--- config.mk ---
export PLATFORM = sky130hd
export DESIGN_NAME = bpru_cmd_queue
export DESIGN_NICKNAME = d
export VERILOG_FILES = /design/src/hw/rtl/bpru_pkg.sv /design/src/hw/rtl/bpru_cmd_queue.sv
export SDC_FILE = /design/constraint.sdc
export NUM_CORES = 1
export LEC_CHECK = 0
export BUFFER_PORTS_ARGS = -buffer_cell sky130_fd_sc_hd__buf_2
export CORE_MARGIN = 2
export CORE_UTILIZATION = 51
export CTS_CLUSTER_SIZE = 14
export DETAILED_ROUTE_END_ITERATION = 10
export PLACE_DENSITY = 0.82
export SLEW_MARGIN = 20
export SYNTH_ARGS = -nofsm -noshare
export SYNTH_HDL_FRONTEND = slang
export SYNTH_SLANG_ARGS = --single-unit
--- constraint.sdc ---
create_clock -name clk -period 2.28 [get_ports clk]
set_clock_uncertainty 0.05 [all_clocks]
set_input_delay 0.342 -clock clk [delete_from_list [all_inputs] [get_ports clk]]
set_output_delay 0.342 -clock clk [all_outputs]
set_load 0.1 [all_outputs]
--- src/hw/rtl/bpru_pkg.sv ---
// Types, constants and helpers for the pixel row unpacker.
package bpru_pkg;

    localparam int PALETTE_DEPTH = 256;
    localparam int PAL_IDX_W     = (PALETTE_DEPTH > 1) ? $clog2(PALETTE_DEPTH) : 1;
    localparam logic [12:0] MAX_WIDTH = 13'd4096;

    localparam int CMD_DEPTH = 4;
    localparam int CMD_PTR_W = $clog2(CMD_DEPTH);
    localparam int CMD_CNT_W = $clog2(CMD_DEPTH) + 1;

    localparam int OUT_DEPTH = 4;
    localparam int OUT_PTR_W = $clog2(OUT_DEPTH);
    localparam int OUT_CNT_W = $clog2(OUT_DEPTH) + 1;

    localparam logic [31:0] MASK_B3 = 32'hFF000000;
    localparam logic [31:0] MASK_B2 = 32'h00FF0000;
    localparam logic [31:0] MASK_B1 = 32'h0000FF00;

    typedef enum logic [1:0] {
        OP_PAL_LOAD  = 2'd0,
        OP_PIXEL     = 2'd1,
        OP_NEW_IMAGE = 2'd2
    } opcode_t;

    typedef enum logic [2:0] {
        REG_BPP        = 3'd0,
        REG_ROW_WIDTH  = 3'd1,
        REG_RED_MASK   = 3'd2,
        REG_GREEN_MASK = 3'd3,
        REG_BLUE_MASK  = 3'd4,
        REG_ALPHA_MASK = 3'd5
    } reg_index_t;

    typedef enum logic [2:0] {
        K_PAL_WR = 3'd0,
        K_IDX1   = 3'd1,
        K_IDX4   = 3'd2,
        K_IDX8   = 3'd3,
        K_RGB16  = 3'd4,
        K_RGB24  = 3'd5,
        K_RGB32  = 3'd6
    } cmd_kind_t;

    typedef struct packed {
        logic [1:0] opcode;
        logic [7:0] data_byte;
        logic [7:0] entry_index;
        logic [7:0] entry_red;
        logic [7:0] entry_green;
        logic [7:0] entry_blue;
        logic [7:0] entry_alpha;
    } item_t;

    typedef struct packed {
        logic [7:0] pixel_red;
        logic [7:0] pixel_green;
        logic [7:0] pixel_blue;
        logic [7:0] pixel_alpha;
        logic       row_end;
        logic       last_of_run;
    } result_t;

    typedef struct packed {
        logic [5:0]  bits_per_pixel;
        logic [12:0] row_width;
        logic [31:0] red_mask;
        logic [31:0] green_mask;
        logic [31:0] blue_mask;
        logic [31:0] alpha_mask;
    } cfg_t;

    // data: palette color {r,g,b,a}, raw byte in [7:0], or the gathered word
    typedef struct packed {
        cmd_kind_t   kind;
        logic [31:0] data;
        logic [7:0]  index;
        logic [3:0]  npix;
        logic        row_end;
    } cmd_t;

    function automatic logic [7:0] field_of(input logic [31:0] word, input logic [31:0] m);
        logic [31:0] wm;
        logic [7:0]  f;
        wm = word & m;
        if (m == MASK_B3)
            f = wm[31:24];
        else if (m == MASK_B2)
            f = wm[23:16];
        else if (m == MASK_B1)
            f = wm[15:8];
        else
            f = wm[7:0];
        return f;
    endfunction

endpackage

--- src/hw/rtl/bpru_cmd_queue.sv ---
// Short command queue between front end and back end.
module bpru_cmd_queue (
    input  logic              clk,
    input  logic              rst_n,
    input  logic              wr_en,
    input  bpru_pkg::cmd_t    wr_cmd,
    input  logic              rd_en,
    output bpru_pkg::cmd_t    rd_cmd,
    output logic              q_full,
    output logic              q_empty
);

    bpru_pkg::cmd_t                     slot_reg [bpru_pkg::CMD_DEPTH];
    logic [bpru_pkg::CMD_PTR_W-1:0]     wr_ptr_reg, wr_ptr_next;
    logic [bpru_pkg::CMD_PTR_W-1:0]     rd_ptr_reg, rd_ptr_next;
    logic [bpru_pkg::CMD_CNT_W-1:0]     count_reg, count_next;
    logic                               do_wr;
    logic                               do_rd;

    assign q_full  = count_reg == bpru_pkg::CMD_CNT_W'(bpru_pkg::CMD_DEPTH);
    assign q_empty = count_reg == '0;
    assign do_wr   = wr_en && !q_full;
    assign do_rd   = rd_en && !q_empty;
    assign rd_cmd  = slot_reg[rd_ptr_reg];

    always_comb
    begin
        wr_ptr_next = wr_ptr_reg;
        rd_ptr_next = rd_ptr_reg;
        count_next  = count_reg;
        if (do_wr)
            wr_ptr_next = (wr_ptr_reg == bpru_pkg::CMD_PTR_W'(bpru_pkg::CMD_DEPTH - 1))
                          ? '0 : wr_ptr_reg + bpru_pkg::CMD_PTR_W'(1);
        if (do_rd)
            rd_ptr_next = (rd_ptr_reg == bpru_pkg::CMD_PTR_W'(bpru_pkg::CMD_DEPTH - 1))
                          ? '0 : rd_ptr_reg + bpru_pkg::CMD_PTR_W'(1);
        if (do_wr && !do_rd)
            count_next = count_reg + bpru_pkg::CMD_CNT_W'(1);
        else if (!do_wr && do_rd)
            count_next = count_reg - bpru_pkg::CMD_CNT_W'(1);
    end

    always_ff @(posedge clk)
    begin
        if (do_wr)
            slot_reg[wr_ptr_reg] <= wr_cmd;
    end

    always_ff @(posedge clk or negedge rst_n)
    begin
        if (!rst_n)
        begin
            wr_ptr_reg <= '0;
            rd_ptr_reg <= '0;
            count_reg  <= '0;
        end
        else
        begin
            wr_ptr_reg <= wr_ptr_next;
            rd_ptr_reg <= rd_ptr_next;
            count_reg  <= count_next;
        end
    end

endmodule

==> results.md, run 1 <==
- RSZ-0062 raised after global routing: yes
- Die width: about 120 um
- Max-slew headroom: approximately two thirds
- Setup violations, final: 0
- Synth cell types: 21
- #FFs+latches synth: a little under 200
- Die ar.: ~15000 um^2
- GRT overflow: 0
- Num ports: ~100
- Final worst slack: slightly above 0.0007 ns
- Filler Cell Count: around 900
- Drt first pass iters: 4
- Clock latency on the worst-skew pair: roughly 0.42 ns
- Vias in the first global route: ~3600
- Compound-Gate Fraction of Synth Area: 0.2722%
- Crit end category: output port
- Core ar.: around 14000 um^2
- Clock Tree Root: clkbuf_16
- Pin count of the biggest net entering global routing: approximately 50
- # DRC: 0
- Sequential cell area: 5948 um^2
- Critical setup path kind: register to output port
- YS warnings: 0
- Area of the multi-input gates: between 1000 and 1500 um^2
- Critical path's largest stage delay: ~0.55 ns
- Post-CTS setup buffers: 0
- Achievable clock frequency: 438.7 MHz
- Largest family of logic cells by synthesized area: multiplexers
- GR Util All Layers: a little under a fifth
- HPWL Detailed: between 7 and 8 mm
- Initial DRC count: 273
- Seq/Total Area, Yosys: 80.78%
- CTS tree: done
- FFs w/ async S/R, synth: ~3.5%
- Ys flop type: edfxtp_1
- CP startpoint kind: register
- Chip Height: 124.1 um
- Multiplexer area fraction after synthesis: 15.41%
- Fin. max-slew vios: 0
- Max Root-Sink Buffers: 2
- Mapped Avg Cell Area: between 20 and 30 um^2
- Crit-path slowest cell: mux4_2
- Total number of vias: between 3000 and 4000
- Max Cap Viol: 0
- Starting density of the core: between 50 and 60%
- Vias per cell: between 5 and 6
- Min Tclk post-route: 2.279 ns
- Fin crit share: between 90% and 100%
- P&R area growth vs syn: 26.44%
- Tightest Hold Check Type: input port to register
- Standard-cell rows: 43
- Final Hold Viols: 0
- Post-Synth Adder-Cell Area: under 10%
- First-pass GRT wire length: just under 20 mm
- Crit path required time: about 1.9 ns
- Antenna Violating Nets Remaining: 0
- GP Congestion: between 0.7 and 0.8
- Worst path cell trace: buf_12 -> mux4_2 -> buf_6
- Drt total wl: between 10 and 15 mm
- IO buf count: roughly 100
- CTS sink cnt: 199
- Clock-pin slew on the worst setup and hold paths: around 0.070 ns
- Wire per inst: 21.23 um
- Antenna violations before repair: 1
- Max Fanout on Critical Path: 15
- Post-synthesis simple-gate area fraction: less than 1%
- Post-Place Setup Slack: 0.09483 ns
- Share of layout cells above drive strength 1: between 40% and 50%
- Cells after Synth: between 200 and 300
- Post-synthesis xor/xnor area fraction: 0.3573%
- Post-synth EDFFs: 192
- H-Tree Depth: 4
- Arr. time, crit path: approximately 1.9 ns
- Final #Nets: 468
- Status: finished clean
- Cts bufs inserted: 17
- Worst-Margin Slew: around 0.50 ns
- Max FFs per register: about 190
- Post-Syn Area: approximately 7400 um^2
- Syn Nets: 347
final cells by class:
type / count / area share (%)
flip-flops and latches: 199 / 63.97
inverters: 3 / 0.1211
diodes: 1 / 0.02691
repair buffers: 114 / 12.35
multi-input cells: 74 / 14.80
well taps: 180 / 2.422
clock buffers: 17 / 4.575
clock inverters: 15 / 1.736
cells in the final DEF (no fill, tap or decap), drive strengths merged, types with 2 or more instances in the layout:
master,n
nor2,2
ha,6
mux4,48
xor2,2
mux2,4
dfrtp,7
bufinv,3
clkbuf,17
clkinvlp,2
nor3,2
inv,3
edfxtp,192
and2,4
clkinv,10
buf,113
synth_stat cells (2+ instances only):
master	count	area, um^2
and2_1	4	25.02
buf_2	4	20.02
edfxtp_1	192	5766
ha_1	6	75.07
dfrtp_1	7	175.2
mux4_2	48	1081
xor2_1	2	17.52
mux2_4	2	30.03
inv_1	3	11.26
nor2_1	2	7.510
nor3_1	2	10.01
buf_1	3	11.26
buf_4	4	30.03
mux2_2	2	22.52
per-layer routing:
metal | GRT usage, % | share of wire, %
met1 | 23.46 | 41
met2 | 29.82 | 52
met3 | 5.220 | 5.3
met4 | 6.671 | 1.3
met5 | 0 | 0
metrics by stage:
step | cell area, um^2 | hold slack, ns | setup TNS, ns | std cells | util [%]
after global routing | 9296 | 0.06365 | -1.666 | 602 | 66.46
after detailed placement | 8448 | 0.1367 | 0 | 568 | 60.39
final | 9299 | 0.08144 | 0 | 603 | 66.48
after floorplan | 7388 | -0.003591 | -39.03 | 288 | -
after CTS | 9285 | 0.06073 | -0.8907 | 602 | 66.38
after global placement | 8448 | 0.1318 | 0 | 568 | 60.39
worst paths after layout:
path / from / endpoint / slack (ns) / depth (start not counted)
setup / recovery: rd_ptr_reg[0]$_DFFE_PN0P_ / rd_cmd[19] / 0.0007 / 3
hold / removal: wr_cmd[21] / slot_reg[2][21]$_DFFE_PP_ / 0.08 / 1
setup reg to reg: count_reg[0]$_DFFE_PN0P_ / count_reg[2]$_DFFE_PN0P_ / 0.18 / 7
hold reg to reg: wr_ptr_reg[1]$_DFFE_PN0P_ / wr_ptr_reg[1]$_DFFE_PN0P_ / 0.55 / 1
max in group asynchronous: rst_n / rd_ptr_reg[0]$_DFFE_PN0P_ / 1.76 / 2
min in group asynchronous: rst_n / count_reg[1]$_DFFE_PN0P_ / 0.23 / 2
worst max-delay path, delay by kind of cell (launching register included):
family | cells | cell delay, ns
flops | 1 | 0.51
buf+inv | 2 | 0.40
mux | 1 | 0.55
cell families after synthesis:
group / after synthesis
AOI/OAI and AO/OA: 2
muxes: 52
adders and majority gates: 7
DFF: 199
buffers and inverters: 15
and+or+nand+nor: 10
xor gates and xnor gates: 3
repair_timing:
item                                    in CTS  in global routing
hold buffers                                 1                  0
hold endpoints to repair                     7                  0
gates cloned                                 1                  0
resized for setup                           69                  2
endpoints found under the setup margin      48                 48
Power of run 1 is not shown: default switching activity piles up to over one toggle a cycle in this logic, so the estimate is an artifact.
==> run 2, diff against run 1 <==
--- a/config.mk
+++ b/config.mk
@@ -6,11 +6,13 @@
 export NUM_CORES = 1
 export LEC_CHECK = 0
 export BUFFER_PORTS_ARGS = -buffer_cell sky130_fd_sc_hd__buf_2
+export CELL_PAD_IN_SITES_DETAIL_PLACEMENT = 2
+export CELL_PAD_IN_SITES_GLOBAL_PLACEMENT = 2
 export CORE_MARGIN = 2
-export CORE_UTILIZATION = 51
+export CORE_UTILIZATION = 40
 export CTS_CLUSTER_SIZE = 14
 export DETAILED_ROUTE_END_ITERATION = 10
-export PLACE_DENSITY = 0.82
+export PLACE_DENSITY = 0.81
 export SLEW_MARGIN = 20
 export SYNTH_ARGS = -nofsm -noshare
 export SYNTH_HDL_FRONTEND = slang
==> results.md, run 2 (synthesis gave the netlist of run 1 again) <==
- Status: finished with violations
- Failing checks: setup timing
- IO buf count: 101
- Crit path required time: ~1.9 ns
- Pin count of the biggest net entering global routing: 51
- Post-Place Cells: slightly above 600
- Most common cell after layout, fill and taps aside: edfxtp_1
- Vias in the first global route: between 3000 and 4000
- Hold path depth: 1
- H-Tree Depth: 4
- Cts bufs inserted: 17
- Starting density of the core: approximately two fifths
- Fin crit share: 103.3%
- Setup violations, final: 37
- Antenna Violating Nets Remaining: 0
- Arr. time, crit path: a little under 2 ns
- Most frequent cells in the layout: 192 x edfxtp_1, 54 x buf_2, 48 x mux4_2, 37 x buf_6, 20 x clkbuf_16
- Fin. max-slew vios: 0
- Final #Nets: slightly below 500
- GR Util All Layers: between 10% and 20%
- Max FFs per register: about 190
- Vias per cell: around 5
- GRT overflow: 0
- Crit end category: output port
- Share of layout cells above drive strength 1: roughly 50%
- Final cell count without fillers: 665
- Drt total wl: around 16 mm
- Max Cap Viol: 0
- Crit-path most repeated cell: buf_6
- Final Hold Viols: 0
- Fin util: between 50% and 60%
- Critical Path Stages: 4
- Drt first pass iters: 4
- RSZ-0062 raised after global routing: yes
- Hold WS: about 0.076 ns
- Max Fanout on Critical Path: 8
- # DRC: 0
- Max Root-Sink Buffers: 2
- GP Congestion: ~0.71
- Tightest Hold Check Type: input port to register
- P&R area growth vs syn: 28.45%
- Die width: 139.6 um
- Initial DRC count: about 150
- Antenna violations before repair: 2
- Standard-cell rows: 49
- Total number of vias: about 3400
- Buffers and inverters on the worst path: 3
- Critical path's largest stage delay: approximately 0.51 ns
- CP delay by family, top: flip-flops
- Clock Tree Root: clkbuf_16
- Achievable clock frequency: between 400 and 500 MHz
- Chip Height: ~140 um
- Max-slew headroom: approximately two thirds
- Core ar.: between 15000 and 20000 um^2
- R2r worst-path depth: 7
- Num ports: approximately 100
- CTS tree: done
- Die ar.: slightly below 20000 um^2
- Critical setup path kind: register to output port
- Clock latency on the worst-skew pair: approximately 0.43 ns
- Clock-pin slew on the worst setup and hold paths: ~0.07 ns
- Final worst slack: -0.07549 ns
- Crit-path slowest cell: dfrtp_4
- HPWL Detailed: about 10 mm
- CTS sink cnt: 199
- First-pass GRT wire length: ~25 mm
- CP startpoint kind: register
- Worst path cell trace: buf_6 -> clkbuf_16 -> mux4_2 -> buf_6
- Worst-Margin Slew: approximately 0.49 ns
- Wire per inst: 24.54 um
- Min Tclk post-route: roughly 2.4 ns
[run 2: cell count changes in the layout (fill, tap and decap cells not counted)]
cell / previous run / this run
buf_4: 3 / 13
buf_12: 22 / 15
buf_6: 34 / 37
buf_8: 0 / 3
clkbuf_1: 0 / 3
clkbuf_16: 17 / 20
clkinv_2: 3 / 0
buf_2: 53 / 54
clkinv_1: 4 / 3
inv_6: 0 / 1
o31ai_2: 0 / 1
o31ai_4: 1 / 0
[run 2: what timing repair did]
action	4_1_cts	5_1_grt
resized for setup	96	8
hold endpoints to repair	7	0
hold buffers	1	0
endpoints found under the setup margin	45	49
cloned	2	3
buffers inserted	4	3
[run 2: path summary, 6_finish.rpt]
path                            slack [ns]                        end                       from
worst min-delay path                  0.08  slot_reg[2][25]$_DFFE_PP_                 wr_cmd[25]
max in group asynchronous             1.74  rd_ptr_reg[0]$_DFFE_PN0P_                      rst_n
min in group asynchronous             0.24   count_reg[2]$_DFFE_PN0P_                      rst_n
worst max-delay path                 -0.08                 rd_cmd[31]  rd_ptr_reg[0]$_DFFE_PN0P_
worst min register to register        0.53   count_reg[2]$_DFFE_PN0P_   count_reg[2]$_DFFE_PN0P_
worst max register to register        0.16   count_reg[2]$_DFFE_PN0P_   count_reg[0]$_DFFE_PN0P_
[run 2: layout make-up]
type                    count  area [um^2]
diodes                      1        2.502
clock buffers              20        436.7
clock inverters            12        151.4
fillers                  1524         8578
inverters                   3        11.26
multi-input cells          74         1368
flip-flops and latches    199         5948
well taps                 229        286.5
repair buffers            127         1242
[run 2: metrics by stage]
step | TNS, ns | worst slack, ns | instance area, um^2
CTS | -2.732 | -0.1184 | 9330
finish | -1.748 | -0.07549 | 9447
global route | -4.106 | -0.1303 | 9444
global placement | 0 | 0.2612 | 8347
detailed placement | 0 | 0.1231 | 8347
floorplan | -39.03 | -0.3499 | 7388
[run 2: per-layer routing]
layer / vias up / global-route usage, % / part of all wire, %
met1: 1816 / 21.58 / 41
met5: - / 0 / 0
met2: 94 / 30.88 / 54
met4: 0 / 4.632 / 1.0
met3: 15 / 4.611 / 4.1
li1: 1494 / - / -
Power of run 2 is left out for the same reason.
