File: src/hw/rtl/bpru_pkg.sv
// Types, constants and helpers for the pixel row unpacker.
package bpru_pkg;

    localparam int PALETTE_DEPTH = 256;
    localparam int PAL_IDX_W     = (PALETTE_DEPTH > 1) ? $clog2(PALETTE_DEPTH) : 1;
    localparam logic [12:0] MAX_WIDTH = 13'd4096;

    localparam int CMD_DEPTH = 4;
    localparam int CMD_PTR_W = $clog2(CMD_DEPTH);
    localparam int CMD_CNT_W = $clog2(CMD_DEPTH) + 1;

    localparam int OUT_DEPTH = 4;
    localparam int OUT_PTR_W = $clog2(OUT_DEPTH);
    localparam int OUT_CNT_W = $clog2(OUT_DEPTH) + 1;

    localparam logic [31:0] MASK_B3 = 32'hFF000000;
    localparam logic [31:0] MASK_B2 = 32'h00FF0000;
    localparam logic [31:0] MASK_B1 = 32'h0000FF00;

    typedef enum logic [1:0] {
        OP_PAL_LOAD  = 2'd0,
        OP_PIXEL     = 2'd1,
        OP_NEW_IMAGE = 2'd2
    } opcode_t;

    typedef enum logic [2:0] {
        REG_BPP        = 3'd0,
        REG_ROW_WIDTH  = 3'd1,
        REG_RED_MASK   = 3'd2,
        REG_GREEN_MASK = 3'd3,
        REG_BLUE_MASK  = 3'd4,
        REG_ALPHA_MASK = 3'd5
    } reg_index_t;

    typedef enum logic [2:0] {
        K_PAL_WR = 3'd0,
        K_IDX1   = 3'd1,
        K_IDX4   = 3'd2,
        K_IDX8   = 3'd3,
        K_RGB16  = 3'd4,
        K_RGB24  = 3'd5,
        K_RGB32  = 3'd6
    } cmd_kind_t;

    typedef struct packed {
        logic [1:0] opcode;
        logic [7:0] data_byte;
        logic [7:0] entry_index;
        logic [7:0] entry_red;
        logic [7:0] entry_green;
        logic [7:0] entry_blue;
        logic [7:0] entry_alpha;
    } item_t;

    typedef struct packed {
        logic [7:0] pixel_red;
        logic [7:0] pixel_green;
        logic [7:0] pixel_blue;
        logic [7:0] pixel_alpha;
        logic       row_end;
        logic       last_of_run;
    } result_t;

    typedef struct packed {
        logic [5:0]  bits_per_pixel;
        logic [12:0] row_width;
        logic [31:0] red_mask;
        logic [31:0] green_mask;
        logic [31:0] blue_mask;
        logic [31:0] alpha_mask;
    } cfg_t;

    // data: palette color {r,g,b,a}, raw byte in [7:0], or the gathered word
    typedef struct packed {
        cmd_kind_t   kind;
        logic [31:0] data;
        logic [7:0]  index;
        logic [3:0]  npix;
        logic        row_end;
    } cmd_t;

    function automatic logic [7:0] field_of(input logic [31:0] word, input logic [31:0] m);
        logic [31:0] wm;
        logic [7:0]  f;
        wm = word & m;
        if (m == MASK_B3)
            f = wm[31:24];
        else if (m == MASK_B2)
            f = wm[23:16];
        else if (m == MASK_B1)
            f = wm[15:8];
        else
            f = wm[7:0];
        return f;
    endfunction

endpackage

File: src/hw/rtl/bpru_front.sv
// Front end: takes input items, tracks row/padding/gather state, issues commands.
module bpru_front (
    input  logic              clk,
    input  logic              rst_n,
    input  logic              push,
    input  bpru_pkg::item_t   item,
    input  bpru_pkg::cfg_t    cfg,
    input  logic              q_full,
    output logic              cmd_valid,
    output bpru_pkg::cmd_t    cmd
);

    logic [23:0] gather_reg, gather_next;
    logic [1:0]  phase_reg, phase_next;
    logic [12:0] col_reg, col_next;
    logic [1:0]  rbp_reg, rbp_next;
    logic [1:0]  pad_reg, pad_next;

    logic        accept;
    logic        bpp_ok;
    logic        is_sub;
    logic [3:0]  per;
    logic [2:0]  need;
    logic [1:0]  need_m1;
    logic [12:0] w_eff;
    logic [13:0] col_p1;
    logic        hit;
    logic [12:0] rem;
    logic        ends;
    logic [3:0]  npix;
    logic [1:0]  rbp_inc;
    logic        gathering;
    logic [31:0] gather_sh;
    logic [31:0] byte_sh;
    logic [23:0] lowmask;
    logic [31:0] word;
    bpru_pkg::cmd_kind_t kind;

    assign accept = push && !q_full;

    always_comb
    begin
        bpp_ok = 1'b1;
        is_sub = 1'b0;
        per    = 4'd1;
        need   = 3'd1;
        kind   = bpru_pkg::K_IDX8;
        case (cfg.bits_per_pixel)
            6'd1:
            begin
                is_sub = 1'b1;
                per    = 4'd8;
                kind   = bpru_pkg::K_IDX1;
            end
            6'd4:
            begin
                is_sub = 1'b1;
                per    = 4'd2;
                kind   = bpru_pkg::K_IDX4;
            end
            6'd8:
            begin
                is_sub = 1'b1;
                kind   = bpru_pkg::K_IDX8;
            end
            6'd16:
            begin
                need = 3'd2;
                kind = bpru_pkg::K_RGB16;
            end
            6'd24:
            begin
                need = 3'd3;
                kind = bpru_pkg::K_RGB24;
            end
            6'd32:
            begin
                need = 3'd4;
                kind = bpru_pkg::K_RGB32;
            end
            default:
            begin
                bpp_ok = 1'b0;
            end
        endcase
    end

    always_comb
    begin
        if (cfg.row_width == 13'd0)
            w_eff = 13'd1;
        else if (cfg.row_width > bpru_pkg::MAX_WIDTH)
            w_eff = bpru_pkg::MAX_WIDTH;
        else
            w_eff = cfg.row_width;
    end

    assign col_p1    = {1'b0, col_reg} + 14'd1;
    assign hit       = col_p1 >= {1'b0, w_eff};
    assign rem       = hit ? 13'd1 : (w_eff - col_reg);
    assign ends      = rem <= {9'd0, per};
    assign npix      = ends ? rem[3:0] : per;
    assign rbp_inc   = rbp_reg + 2'd1;
    assign gathering = !is_sub && (({1'b0, phase_reg} + 3'd1) < need);
    assign need_m1   = 2'(need - 3'd1);
    assign gather_sh = 32'(item.data_byte) << {phase_reg, 3'b000};
    assign byte_sh   = 32'(item.data_byte) << {need_m1, 3'b000};

    always_comb
    begin
        case (need)
            3'd2:    lowmask = 24'h0000FF;
            3'd3:    lowmask = 24'h00FFFF;
            default: lowmask = 24'hFFFFFF;
        endcase
    end

    assign word = {8'd0, gather_reg & lowmask} | byte_sh;

    always_comb
    begin
        gather_next = gather_reg;
        phase_next  = phase_reg;
        col_next    = col_reg;
        rbp_next    = rbp_reg;
        pad_next    = pad_reg;
        cmd_valid   = 1'b0;
        cmd.kind    = kind;
        cmd.data    = is_sub ? {24'd0, item.data_byte} : word;
        cmd.index   = item.entry_index;
        cmd.npix    = is_sub ? npix : 4'd1;
        cmd.row_end = ends;
        if (accept)
        begin
            case (item.opcode)
                bpru_pkg::OP_PAL_LOAD:
                begin
                    cmd_valid = 1'b1;
                    cmd.kind  = bpru_pkg::K_PAL_WR;
                    cmd.data  = {item.entry_red, item.entry_green,
                                 item.entry_blue, item.entry_alpha};
                end
                bpru_pkg::OP_NEW_IMAGE:
                begin
                    gather_next = '0;
                    phase_next  = '0;
                    col_next    = '0;
                    rbp_next    = '0;
                    pad_next    = '0;
                end
                bpru_pkg::OP_PIXEL:
                begin
                    if (bpp_ok)
                    begin
                        if (pad_reg != 2'd0)
                        begin
                            pad_next = pad_reg - 2'd1;
                        end
                        else
                        begin
                            rbp_next = rbp_inc;
                            if (gathering)
                            begin
                                gather_next = gather_reg | gather_sh[23:0];
                                phase_next  = phase_reg + 2'd1;
                            end
                            else
                            begin
                                cmd_valid   = 1'b1;
                                gather_next = '0;
                                phase_next  = '0;
                                if (ends)
                                begin
                                    col_next = '0;
                                    pad_next = 2'd0 - rbp_inc;
                                    rbp_next = '0;
                                end
                                else
                                begin
                                    col_next = col_reg + 13'(per);
                                end
                            end
                        end
                    end
                end
                default:
                begin
                end
            endcase
        end
    end

    always_ff @(posedge clk or negedge rst_n)
    begin
        if (!rst_n)
        begin
            gather_reg <= '0;
            phase_reg  <= '0;
            col_reg    <= '0;
            rbp_reg    <= '0;
            pad_reg    <= '0;
        end
        else
        begin
            gather_reg <= gather_next;
            phase_reg  <= phase_next;
            col_reg    <= col_next;
            rbp_reg    <= rbp_next;
            pad_reg    <= pad_next;
        end
    end

endmodule

File: config.mk
export PLATFORM = sky130hd
export DESIGN_NAME = bpru_front
export DESIGN_NICKNAME = d
export VERILOG_FILES = /design/src/hw/rtl/bpru_pkg.sv /design/src/hw/rtl/bpru_front.sv
export SDC_FILE = /design/constraint.sdc
export NUM_CORES = 1
export LEC_CHECK = 0
export BUFFER_PORTS_ARGS = -buffer_cell sky130_fd_sc_hd__buf_4
export CAP_MARGIN = 20
export CORE_MARGIN = 2
export CORE_UTILIZATION = 30
export DETAILED_ROUTE_END_ITERATION = 8
export GPL_ROUTABILITY_DRIVEN = 0
export PLACE_DENSITY = 0.56
export SLEW_MARGIN = 20
export SYNTH_ARGS = -nofsm -noshare
export SYNTH_HDL_FRONTEND = slang
export SYNTH_SLANG_ARGS = --single-unit
File: constraint.sdc
create_clock -name clk -period 4.1 [get_ports clk]
set_clock_uncertainty 0.05 [all_clocks]
set_input_delay 0.205 -clock clk [delete_from_list [all_inputs] [get_ports clk]]
set_output_delay 0.205 -clock clk [all_outputs]
set_load 0.02 [all_outputs]
==> run summary, run 1 <==
Final #Nets = 914
PD cells = 288.1 nW/um2
Count of cell types in the netlist = 67
Root buffer cell = clkbuf_16
DRC violation count after routing = 0
Crit path max fanout = 4
Area contributors post-synth = dfrtp_1 24%, ha_1 10%, a21oi_1 5.1%
Crit path time final = 4.068 ns
Grt total ovfl = 0
Core area = 14480 um2
Area share of the largest cell type after synthesis = 24.32%
Die Footprint = 15740 um2
Iteration-0 DRC Markers = 324
Num CTS Buffers = 5
Max reg flops = 24
Cell mode on critical path = buf_4
Yosys top cell by area = dfrtp_1
Synth Instances = 563
Critical Path Start Type = register
Drt first pass iters = 5
VDD IR max = 0.0002312 V
Worst Setup Slack, final = 0.03160 ns
CP max stage delay = 0.41 ns
Post-DP HPWL = 11.15 mm
Layout cells sized above 1 = 29.59%
Fin. Hold Viols = 0
Synth Net Count = 802
Largest family of logic cells by synthesized area = compound AO/OA/AOI/OAI gates
Mux share of post-synthesis cell area = 1.216%
Crit-path slowest cell = dfrtp_1
Row cnt = 44
FFs w/ async S/R, synth = 100.0%
Status = finished, final reports clean
Static Leak = 2.731 nW
Vias in the first global route = 4581
Die width = 125.4 um
Largest net degree at the start of global routing = 46
Endpoint type of the worst setup path = output port
Initial antenna violation count = 0
Clk slew on worst S/H paths = 0.07 ns
Final setup violation count = 0
CTS Buffer Depth = 2
Largest delay share family, worst path = compound AO/OA/AOI/OAI gates
Via count = 4696
Simple-gate share of the synthesized area = 23.11%
CTS tree = yes
Unrepaired setup endpoints after global routing = true
Vias/cell = 5.460
WL/cell = 17.00 um
Critical Path RT = 3.85 ns
Area growth from synthesis to final layout = 32.89%
Total Wirelength = 14.62 mm
Critical-path cell list = and4_4 -> nand4_1 -> buf_4 -> xnor2_2 -> ha_1 -> a21oi_2 -> o21a_1 -> o221ai_2 -> a21o_4 -> nor2_4 -> ha_4 -> nand2_4 -> a211o_1 -> a31oi_4 -> o21ai_0 -> a21oi_1 -> buf_4
#FFs+latches synth = 43
Hold Path Class = in -> reg
FILL cells = 1506
Final period util = 99.23%
Buffers on Ports = 105
Ys Warns = 0
Number of routed nets with antenna violations = 0
Max-Cap Viols = 0
Mapped Avg Cell Area = 7.858 um2
Fin. max-slew vios = 0
Worst EP arrival = 3.81 ns
Synth Area in Adders = 11.09%
First-pass GRT wire length = 23.27 mm
Clk_lat worst skew = 0.29 ns
GRT Util Overall = 17.88%
Cell area after synthesis = 4424 um2
Dpl ws = 0.02224 ns
Synth Area in Compound Gates = 26.58%
Critical path buffers and inverters = 2
EDFF count, synth = 0
Post-synthesis sequential area ratio = 24.32%
Boundary pin count = 250
XOR/XNOR Fraction of Synth Area = 5.939%
Commonest cells after routing, fill and taps aside = 137 x buf_4, 48 x nand2_1, 42 x inv_1, 42 x a21oi_1
Commonest non-fill, non-tap cell in the layout = buf_4
Main synth FF type = dfrtp_1
Max_slew headroom = 27.67%
Antenna Cells = 0
Clock Sinks = 43
Die Y = 125.4 um
Max Fclk = 245.8 MHz
Worst-Margin Slew = 1.085 ns
H-tree levels = 2
Critical path type = reg -> out
Initial Utilization = 30.56%
Total power = 0.001694 W
[layout make-up]
cell class / count / area, um2 / share of cell area, %
tap: 184 / 230.2 / 3.916
timing repair buffer: 140 / 1070 / 18.20
inverter: 42 / 157.7 / 2.681
clock inverter: 3 / 26.28 / 0.4469
clock buffer: 5 / 125.1 / 2.128
sequential: 43 / 1079 / 18.34
multi-input combinational: 443 / 3192 / 54.29
[cell families after synthesis]
kind of cell,after synthesis
buf+inv,77
simple gates,200
flops,43
mux,5
xor+xnor,30
compound gates,170
fa+ha+maj,38
[report_power, final]
part / internal [W] / leakage (nW) / switching [W]
Combinational: 0.000353 / 2.08 / 0.000423
Sequential: 0.000458 / 0.577 / 0.0000351
Clock: 0.000232 / 0.0748 / 0.000193
[worst register-to-register path, cell delays in order, from the launching register on]
cell and delay, ns:
dfrtp_1 0.41, and4_4 0.25, nand4_1 0.15, buf_4 0.19, xnor2_2 0.12, ha_1 0.31, a21oi_2 0.06, o21a_1 0.20
o221ai_2 0.22, a21o_4 0.18, nor2_4 0.05, ha_4 0.28, nand2_4 0.05, a211o_1 0.32, a31oi_4 0.25, buf_4 0.15
buf_4 0.12, nor3_4 0.05, buf_12 0.15, a211oi_1 0.24
[worst paths after layout]
check | cells after the start | end | slack, ns | start
max in group asynchronous | 2 | col_reg[2] | 3.15 | rst_n
max | 17 | cmd[2] | 0.03 | col_reg[1]
min in group asynchronous | 2 | col_reg[10] | 0.42 | rst_n
max reg2reg | 19 | col_reg[7] | 0.19 | col_reg[1]
min reg2reg | 2 | gather_reg[10] | 0.45 | gather_reg[10]
min | 3 | gather_reg[18] | 0.18 | item[42]
[stage by stage]
step,utilization (%),cell area [um2],TNS [ns],hold WS (ns),cells
finish,40.61,5879,0,0.1837,860
global route,40.61,5879,-0.4689,0.1980,860
CTS,39.22,5679,0,0.1824,853
detailed placement,37.44,5421,0,0.1911,836
global placement,37.44,5421,0,0.1852,836
floorplan,-,4424,0,-0.1406,563
[synthesized netlist by cell type, drive strengths merged, types with 3 or more instances]
| cell | number |
|---|---|
| nand3 | 20 |
| xnor2 | 20 |
| mux2 | 3 |
| o22ai | 3 |
| o31ai | 3 |
| a22o | 10 |
| and2 | 4 |
| nor2 | 49 |
| xor2 | 10 |
| nand4 | 7 |
| dfrtp | 43 |
| ha | 36 |
| and3 | 3 |
| nor3b | 5 |
| o21a | 5 |
| nor2b | 7 |
| a211oi | 13 |
| nor4 | 10 |
| o21ai | 31 |
| a21o | 6 |
| a31oi | 7 |
| a222oi | 8 |
| nand2 | 50 |
| o221ai | 3 |
| buf | 20 |
| a21oi | 45 |
| inv | 42 |
| or3 | 3 |
| a221oi | 3 |
| nand2b | 12 |
| a22oi | 18 |
| or4 | 3 |
| nor3 | 21 |
| clkbuf | 15 |
[routing by layer]
metal	part of all wire, %	wire [um]	track usage [%]	vias to the layer above
li1	-	-	-	2288
met5	0	0	0	-
met4	1.1	161	3.987	0
met2	49	7124	30.87	168
met3	5.7	831	2.610	14
met1	44	6503	23.66	2226
[what timing repair did]
| item | in CTS | in global routing |
|---|---|---|
| hold buffers | 1 | 0 |
| hold endpoints to repair | 43 | 0 |
| endpoints found under the setup margin | 5 | 15 |
| resized for setup | 8 | 33 |
| pin swaps | 4 | 19 |
| buffers inserted | 8 | 7 |
Note: power is estimated with default switching activity, not from simulation.
==> run 2, diff against run 1 <==
--- a/config.mk
+++ b/config.mk
@@ -7,7 +7,7 @@
 export LEC_CHECK = 0
 export BUFFER_PORTS_ARGS = -buffer_cell sky130_fd_sc_hd__buf_4
 export CAP_MARGIN = 20
-export CORE_MARGIN = 2
+export CORE_ASPECT_RATIO = 1.5
 export CORE_UTILIZATION = 30
 export DETAILED_ROUTE_END_ITERATION = 8
 export GPL_ROUTABILITY_DRIVEN = 0
==> run 2 against run 1 <==
The flow now finishes with violations (negative setup slack). Worst hold slack better by 0.0024 ns. Design area up 2.3%. Core utilization up 1.0 points. Global-route usage grew 0.61 points. First-iteration DRC count is 59% lower. Setup slack worse by 0.043 ns. Die area down 3.1%. Power fell by 0.45%. Cell count increased by 2.8%. Largest power group unchanged. Wire length fell by 4.1%. Count of clock-buffer cells in the layout stayed put.
==> run summary, run 2 (synthesized netlist as in run 1, its figures left out) <==
Die Y = 150.7 um (+20%)
Worst EP arrival = 3.86 ns (+0.05 ns)
Largest net degree at the start of global routing = 45 (-2.2%)
PD cells = 280.2 nW/um2 (-2.7%)
GR met2 Demand/Resource = 36.73% (+5.9 points)
Crit path time final = 4.111 ns (+0.04297 ns)
Vias in the first global route = 4654 (+1.6%)
FF-to-FF path depth = 20 (+1)
Internal reg-to-reg setup slack = 0.14 ns (-0.05 ns)
Grt total ovfl = 0 (unchanged)
Initial Utilization = 30.60% (+0.042 points)
Switching power = 0.0006303 W (-3.2%)
CTS Buffer Depth = 2 (unchanged)
Placed cells = 859 (+2.8%)
Endpoint type of the worst setup path = output port
Boundary pin count = 250 (unchanged)
Met1 Track Usage GR = 19.71% (-3.9 points)
Clk_lat worst skew = 0.29 ns (about the same)
Clock power frac = 23.2% (-1.9 points)
Die width = 101.2 um (-19%)
Critical Path Sink = cmd[1]
WL/cell = 15.86 um (-6.7%)
Post-DP HPWL = 10.70 mm (-4.0%)
Worst-Margin Slew = 0.6905 ns (-0.3944 ns)
Die Footprint = 15250 um2 (-3.1%)
Root buffer cell = clkbuf_16
Non-Filler Instances = 884 (+2.8%)
Antenna Cells = 0 (unchanged)
H-tree levels = 2 (unchanged)
Worst Setup Slack, final = -0.01136 ns (-0.04297 ns)
Power share of the sequential group = 29.0% (about the same)
DRC violation count after routing = 0 (unchanged)
Critical path type = reg -> out
Core area = 14460 um2 (-0.14%)
Clk slew on worst S/H paths = 0.06 ns (about the same)
FF-to-FF Start = col_reg[1]
Unrepaired setup endpoints after global routing = true
Layout cells sized above 1 = 30.67% (+1.1 points)
Drt first pass iters = 5 (unchanged)
Max-Cap Viols = 0 (unchanged)
Hold Path Class = in -> reg
Initial antenna violation count = 0 (unchanged)
Final setup violation count = 2 (+2)
Worst Setup SP = col_reg[1]
Met3 GRT Util = 2.321% (-0.29 points)
Crit path max fanout = 5 (+1)
Critical Path Start Type = register
Row cnt = 54 (+23%)
Internal = 0.001056 W (+1.3%)
CTS tree = yes
Fin util = 41.61% (+1.0 points)
Total Wirelength = 14.02 mm (-4.1%)
Critical Path RT = 3.85 ns (about the same)
Fin. Hold Viols = 0 (unchanged)
Clock Sinks = 43 (unchanged)
Static Leak = 2.781 nW (+1.8%)
Failing checks = negative setup slack
Commonest non-fill, non-tap cell in the layout = buf_4
Area growth from synthesis to final layout = 36.00%
Iteration-0 DRC Markers = 133 (-59%)
GRT Util Overall = 18.49% (+0.61 points)
Num CTS Buffers = 5 (unchanged)
Max_slew headroom = 53.80% (+26 points)
Max reg flops = 24 (unchanged)
Via count = 4672 (-0.51%)
Busiest grt layer = met2
Post-Route Setup TNS = -0.01445 ns (-0.01445 ns)
Buffers on Ports = 105 (unchanged)
R2R Path End = rbp_reg[0]
Vias/cell = 5.285 (-3.2%)
Commonest cells after routing, fill and taps aside = 147 x buf_4, 48 x nand2_1, 43 x a21oi_1, 42 x nor2_1, 42 x dfrtp_1
Fin. max-slew vios = 0 (unchanged)
First-pass GRT wire length = 22.34 mm (-4.0%)
Switching portion of total power = 37.38% (-1.1 points)
Final period util = 100.3% (+1.0 points)
Status = finished with violations
Combinational share of power = 47.8% (+2.0 points)
Final #Nets = 927 (+1.4%)
Max Fclk = 243.2 MHz (-1.0%)
Number of routed nets with antenna violations = 0 (unchanged)
VDD IR max = 0.0002652 V (+15%)
## run 2: through the flow
stage	hold slack [ns]	setup slack [ns]	power [W]	area, um2
2_1_floorplan	-0.1406	0.1276	0.0009141	4424
3_3_place_gp	0.1830	0.02911	0.001158	5519
3_5_place_dp	0.1898	-0.02713	0.001176	5519
4_1_cts	0.1778	0.00009592	0.001621	5827
5_1_grt	0.1990	-0.1663	0.001793	6017
6_report	0.1860	-0.01136	0.001686	6017
## run 2: area by class of cell
cell class	count	area [um2]
inverters	42	157.7
flip-flops and latches	43	1077
clock inverters	2	13.76
fillers	1520	8442
clock buffers	5	125.1
repair buffers	153	1172
well taps	196	245.2
multi-input cells	443	3226
## run 2: metal layers
layer,up-vias,share of wire [%]
met2,128,56
met5,-,0
met3,18,3.9
li1,2297,-
met4,0,1.5
met1,2229,39
## run 2: how the worst min path moves through the flow
stage | cells past startpoint | endpoint | startpoint
2_1_floorplan | 0 | col_reg[0] | rst_n
3_5_place_dp | 1 | gather_reg[18] | rst_n
4_1_cts | 3 | gather_reg[23] | item[47]
3_3_place_gp | 1 | gather_reg[18] | rst_n
5_1_grt | 3 | gather_reg[17] | item[41]
6_report | 3 | gather_reg[7] | item[47]
## run 2: timing repair
item | in CTS | in global routing
hold buffers | 1 | 0
hold endpoints to repair | 43 | 0
endpoints found under the setup margin | 15 | 6
setup buffers | 8 | 8
pin swaps | 8 | 26
resized for setup | 20 | 28
## run 2: worst max-delay path, cell delays in order, from the launching register on
cell and delay, ns:
dfrtp_1 0.41, ha_2 0.21, and3_4 0.19, nand3_4 0.12, buf_4 0.17, xnor2_1 0.12, ha_1 0.20, a21oi_1 0.17
o21a_1 0.18, o221ai_4 0.13, a21o_4 0.25, nor2_2 0.14, ha_1 0.28, nor3b_2 0.18, buf_4 0.16, a31oi_4 0.19
nor3_2 0.06, a211o_1 0.25, buf_6 0.13
## run 2: power by group through the flow
| stage | Combinational (W) | Sequential, W | Clock, W |
|---|---|---|---|
| floorplan | 0.000426 | 0.000488 | 0 |
| CTS | 0.000731 | 0.000488 | 0.000402 |
| global placement | 0.000664 | 0.000494 | 0 |
| finish | 0.000806 | 0.000489 | 0.000392 |
| global route | 0.000878 | 0.000494 | 0.000421 |
| detailed placement | 0.000680 | 0.000496 | 0 |
==> run 3, diff against run 2 <==
--- a/config.mk
+++ b/config.mk
@@ -12,6 +12,7 @@
 export DETAILED_ROUTE_END_ITERATION = 8
 export GPL_ROUTABILITY_DRIVEN = 0
 export PLACE_DENSITY = 0.56
+export RECOVER_POWER = 100
 export SLEW_MARGIN = 20
 export SYNTH_ARGS = -nofsm -noshare
 export SYNTH_HDL_FRONTEND = slang
==> run 3 against run 2 <==
The flow finishes with violations (max-capacitance violations, max-slew violations, negative setup slack). Worst hold slack improved by 0.0056 ns. Critical path depth did not move. Sequential power barely moved. Sequential cell count did not move. Highest routed layer unchanged. Die area did not move. Via count barely moved. Sequential share of layout area rose by 0.47 points. Setup slack got worse by 0.0026 ns. First-iteration DRC count rose by 11%. Wire length fell by 0.34%. Critical path type unchanged.
==> run summary, run 3 (synthesized netlist as in run 1, its figures left out) <==
Commonest non-fill, non-tap cell in the layout = buf_4
Critical Path RT = 3.85 ns (about the same)
Max reg flops = 24 (unchanged)
Final period util = 100.3% (about the same)
Commonest cells after routing, fill and taps aside = 111 x buf_4, 48 x nand2_1, 44 x a21oi_1, 42 x nor2_1, 42 x dfrtp_1
Multi-input gate area = 3209 um2 (-0.50%)
PD cells = 284.5 nW/um2 (+1.5%)
Endpoint type of the worst setup path = output port
Final #Nets = 927 (unchanged)
Antenna Cells = 0 (unchanged)
FILL cells = 1565 (+3.0%)
Crit path max fanout = 5 (unchanged)
Total power = 0.001668 W (-1.0%)
CTS Buffer Depth = 2 (unchanged)
Root buffer cell = clkbuf_16
H-tree levels = 2 (unchanged)
Iteration-0 DRC Markers = 147 (+11%)
Hold Path Class = in -> reg
Grt total ovfl = 0 (unchanged)
Clock Sinks = 43 (unchanged)
Combinational share of power = 47.2% (-0.6 points)
First-pass GRT wire length = 22.34 mm (unchanged)
Via count = 4676 (+0.086%)
Die Y = 150.7 um (unchanged)
Post-DP HPWL = 10.70 mm (unchanged)
VDD IR max = 0.0002657 V (+0.20%)
Crit path time final = 4.114 ns (+0.002552 ns)
Internal = 0.001039 W (-1.6%)
Critical Path Start Type = register
Layout cells sized above 1 = 24.85% (-5.8 points)
Total Wirelength = 13.97 mm (-0.34%)
Vias in the first global route = 4654 (unchanged)
Fin. max-slew vios = 89 (+89)
Failing checks = max-capacitance violations, max-slew violations, negative setup slack
Critical path type = reg -> out
Area growth from synthesis to final layout = 32.55%
Number of routed nets with antenna violations = 0 (unchanged)
Clock power frac = 23.5% (+0.3 points)
Fin util = 40.56% (-1.1 points)
Vias/cell = 5.290 (about the same)
GRT Util Overall = 18.49% (unchanged)
Final setup violation count = 2 (unchanged)
Initial antenna violation count = 0 (unchanged)
Max Fclk = 243.1 MHz (about the same)
Drt first pass iters = 5 (unchanged)
Dpl cell area = 5519 um2 (unchanged)
Boundary pin count = 250 (unchanged)
Die width = 101.2 um (unchanged)
Reg area = 1077 um2 (unchanged)
Worst EP arrival = 3.86 ns (about the same)
CTS tree = yes
Buffers on Ports = 105 (unchanged)
Switching portion of total power = 37.73% (+0.35 points)
Status = finished with violations
Static Leak = 2.628 nW (-5.5%)
Worst Setup Slack, final = -0.01392 ns (-0.002552 ns)
DRC violation count after routing = 0 (unchanged)
Clk slew on worst S/H paths = 0.06 ns (about the same)
Switching power = 0.0006295 W (-0.12%)
Die Footprint = 15250 um2 (unchanged)
WL/cell = 15.80 um (-0.34%)
Num CTS Buffers = 5 (unchanged)
Largest net degree at the start of global routing = 45 (unchanged)
Max_slew headroom = -60.85% (-110 points)
Power share of the sequential group = 29.3% (+0.3 points)
Max-Cap Viols = 2 (+2)
Post-Route Setup TNS = -0.01765 ns (-0.003201 ns)
Hold WS = 0.1916 ns (+0.005581 ns)
Unrepaired setup endpoints after global routing = true
Row cnt = 54 (unchanged)
Fin. Hold Viols = 0 (unchanged)
Worst-Margin Slew = 2.413 ns (+1.722 ns)
Core area = 14460 um2 (unchanged)
Design area = 5864 um2 (-2.5%)
Clk_lat worst skew = 0.29 ns (about the same)
Initial Utilization = 30.60% (unchanged)
-- run 3: changes by cell type in the layout (fill, tap and decap cells not counted) --
| cell | delta |
|---|---|
| a21oi_1 | +1 |
| a21oi_2 | -1 |
| buf_4 | -36 |
| clkbuf_1 | +37 |
| clkbuf_2 | -1 |
| nor3_1 | +1 |
| nor3_2 | -1 |
| o21ai_0 | +1 |
| o21ai_1 | -1 |
| o41ai_1 | +1 |
| o41ai_2 | -1 |
-- run 3: cell type report --
type                    count  share of cell area (%)
flip-flops and latches     43                   18.37
multi-input cells         443                   54.73
repair buffers            153                   17.67
clock inverters             2                  0.2347
clock buffers               5                   2.134
inverters                  42                   2.688
well taps                 196                   4.182
-- run 3: path summary, 6_finish.rpt --
check / cells after the start / slack [ns] / from / endpoint
max: 18 / -0.01 / col_reg[1] / cmd[1]
min: 3 / 0.19 / item[47] / gather_reg[7]
max reg2reg: 20 / 0.14 / col_reg[1] / rbp_reg[0]
min reg2reg: 1 / 0.45 / rbp_reg[1] / pad_reg[1]
max in group asynchronous: 2 / 1.31 / rst_n / col_reg[4]
min in group asynchronous: 2 / 1.14 / rst_n / gather_reg[18]
-- run 3: worst max-delay path: stages (launching register included) --
cell,delay [ns]
dfrtp_1,0.41
ha_2,0.21
and3_4,0.19
nand3_4,0.12
buf_4,0.17
xnor2_1,0.12
ha_1,0.20
a21oi_1,0.17
o21a_1,0.18
o221ai_4,0.13
a21o_4,0.25
nor2_2,0.15
ha_1,0.28
nor3b_2,0.18
buf_4,0.16
a31oi_4,0.19
nor3_2,0.06
a211o_1,0.25
buf_6,0.13
-- run 3: routing by layer --
layer / share of wire, % / global-route usage [%]
met5: 0 / 0
met4: 1.7 / 5.580
met3: 3.7 / 2.321
met2: 56 / 36.73
met1: 39 / 19.71
-- run 3: power groups by stage --
stage               combinational (W)  sequential, W  clock [W]
CTS                          0.000731       0.000488   0.000402
detailed placement           0.000680       0.000496          0
global route                 0.000859       0.000494   0.000421
finish                       0.000787       0.000489   0.000392
floorplan                    0.000426       0.000488          0
global placement             0.000664       0.000494          0
-- run 3: per-stage QoR --
stage	std cells	setup WS [ns]
after floorplan	563	0.1276
after global placement	859	0.02911
final	884	-0.01392
after CTS	875	0.00009592
after global routing	884	-0.1663
after detailed placement	859	-0.02713
-- run 3: timing repair --
action / in CTS / in global routing
gates resized for setup: 20 / 28
hold endpoints to repair: 43 / 0
buffers inserted: 8 / 8
hold buffers: 1 / 0
endpoints found under the setup margin: 15 / 6
pin swaps: 8 / 26
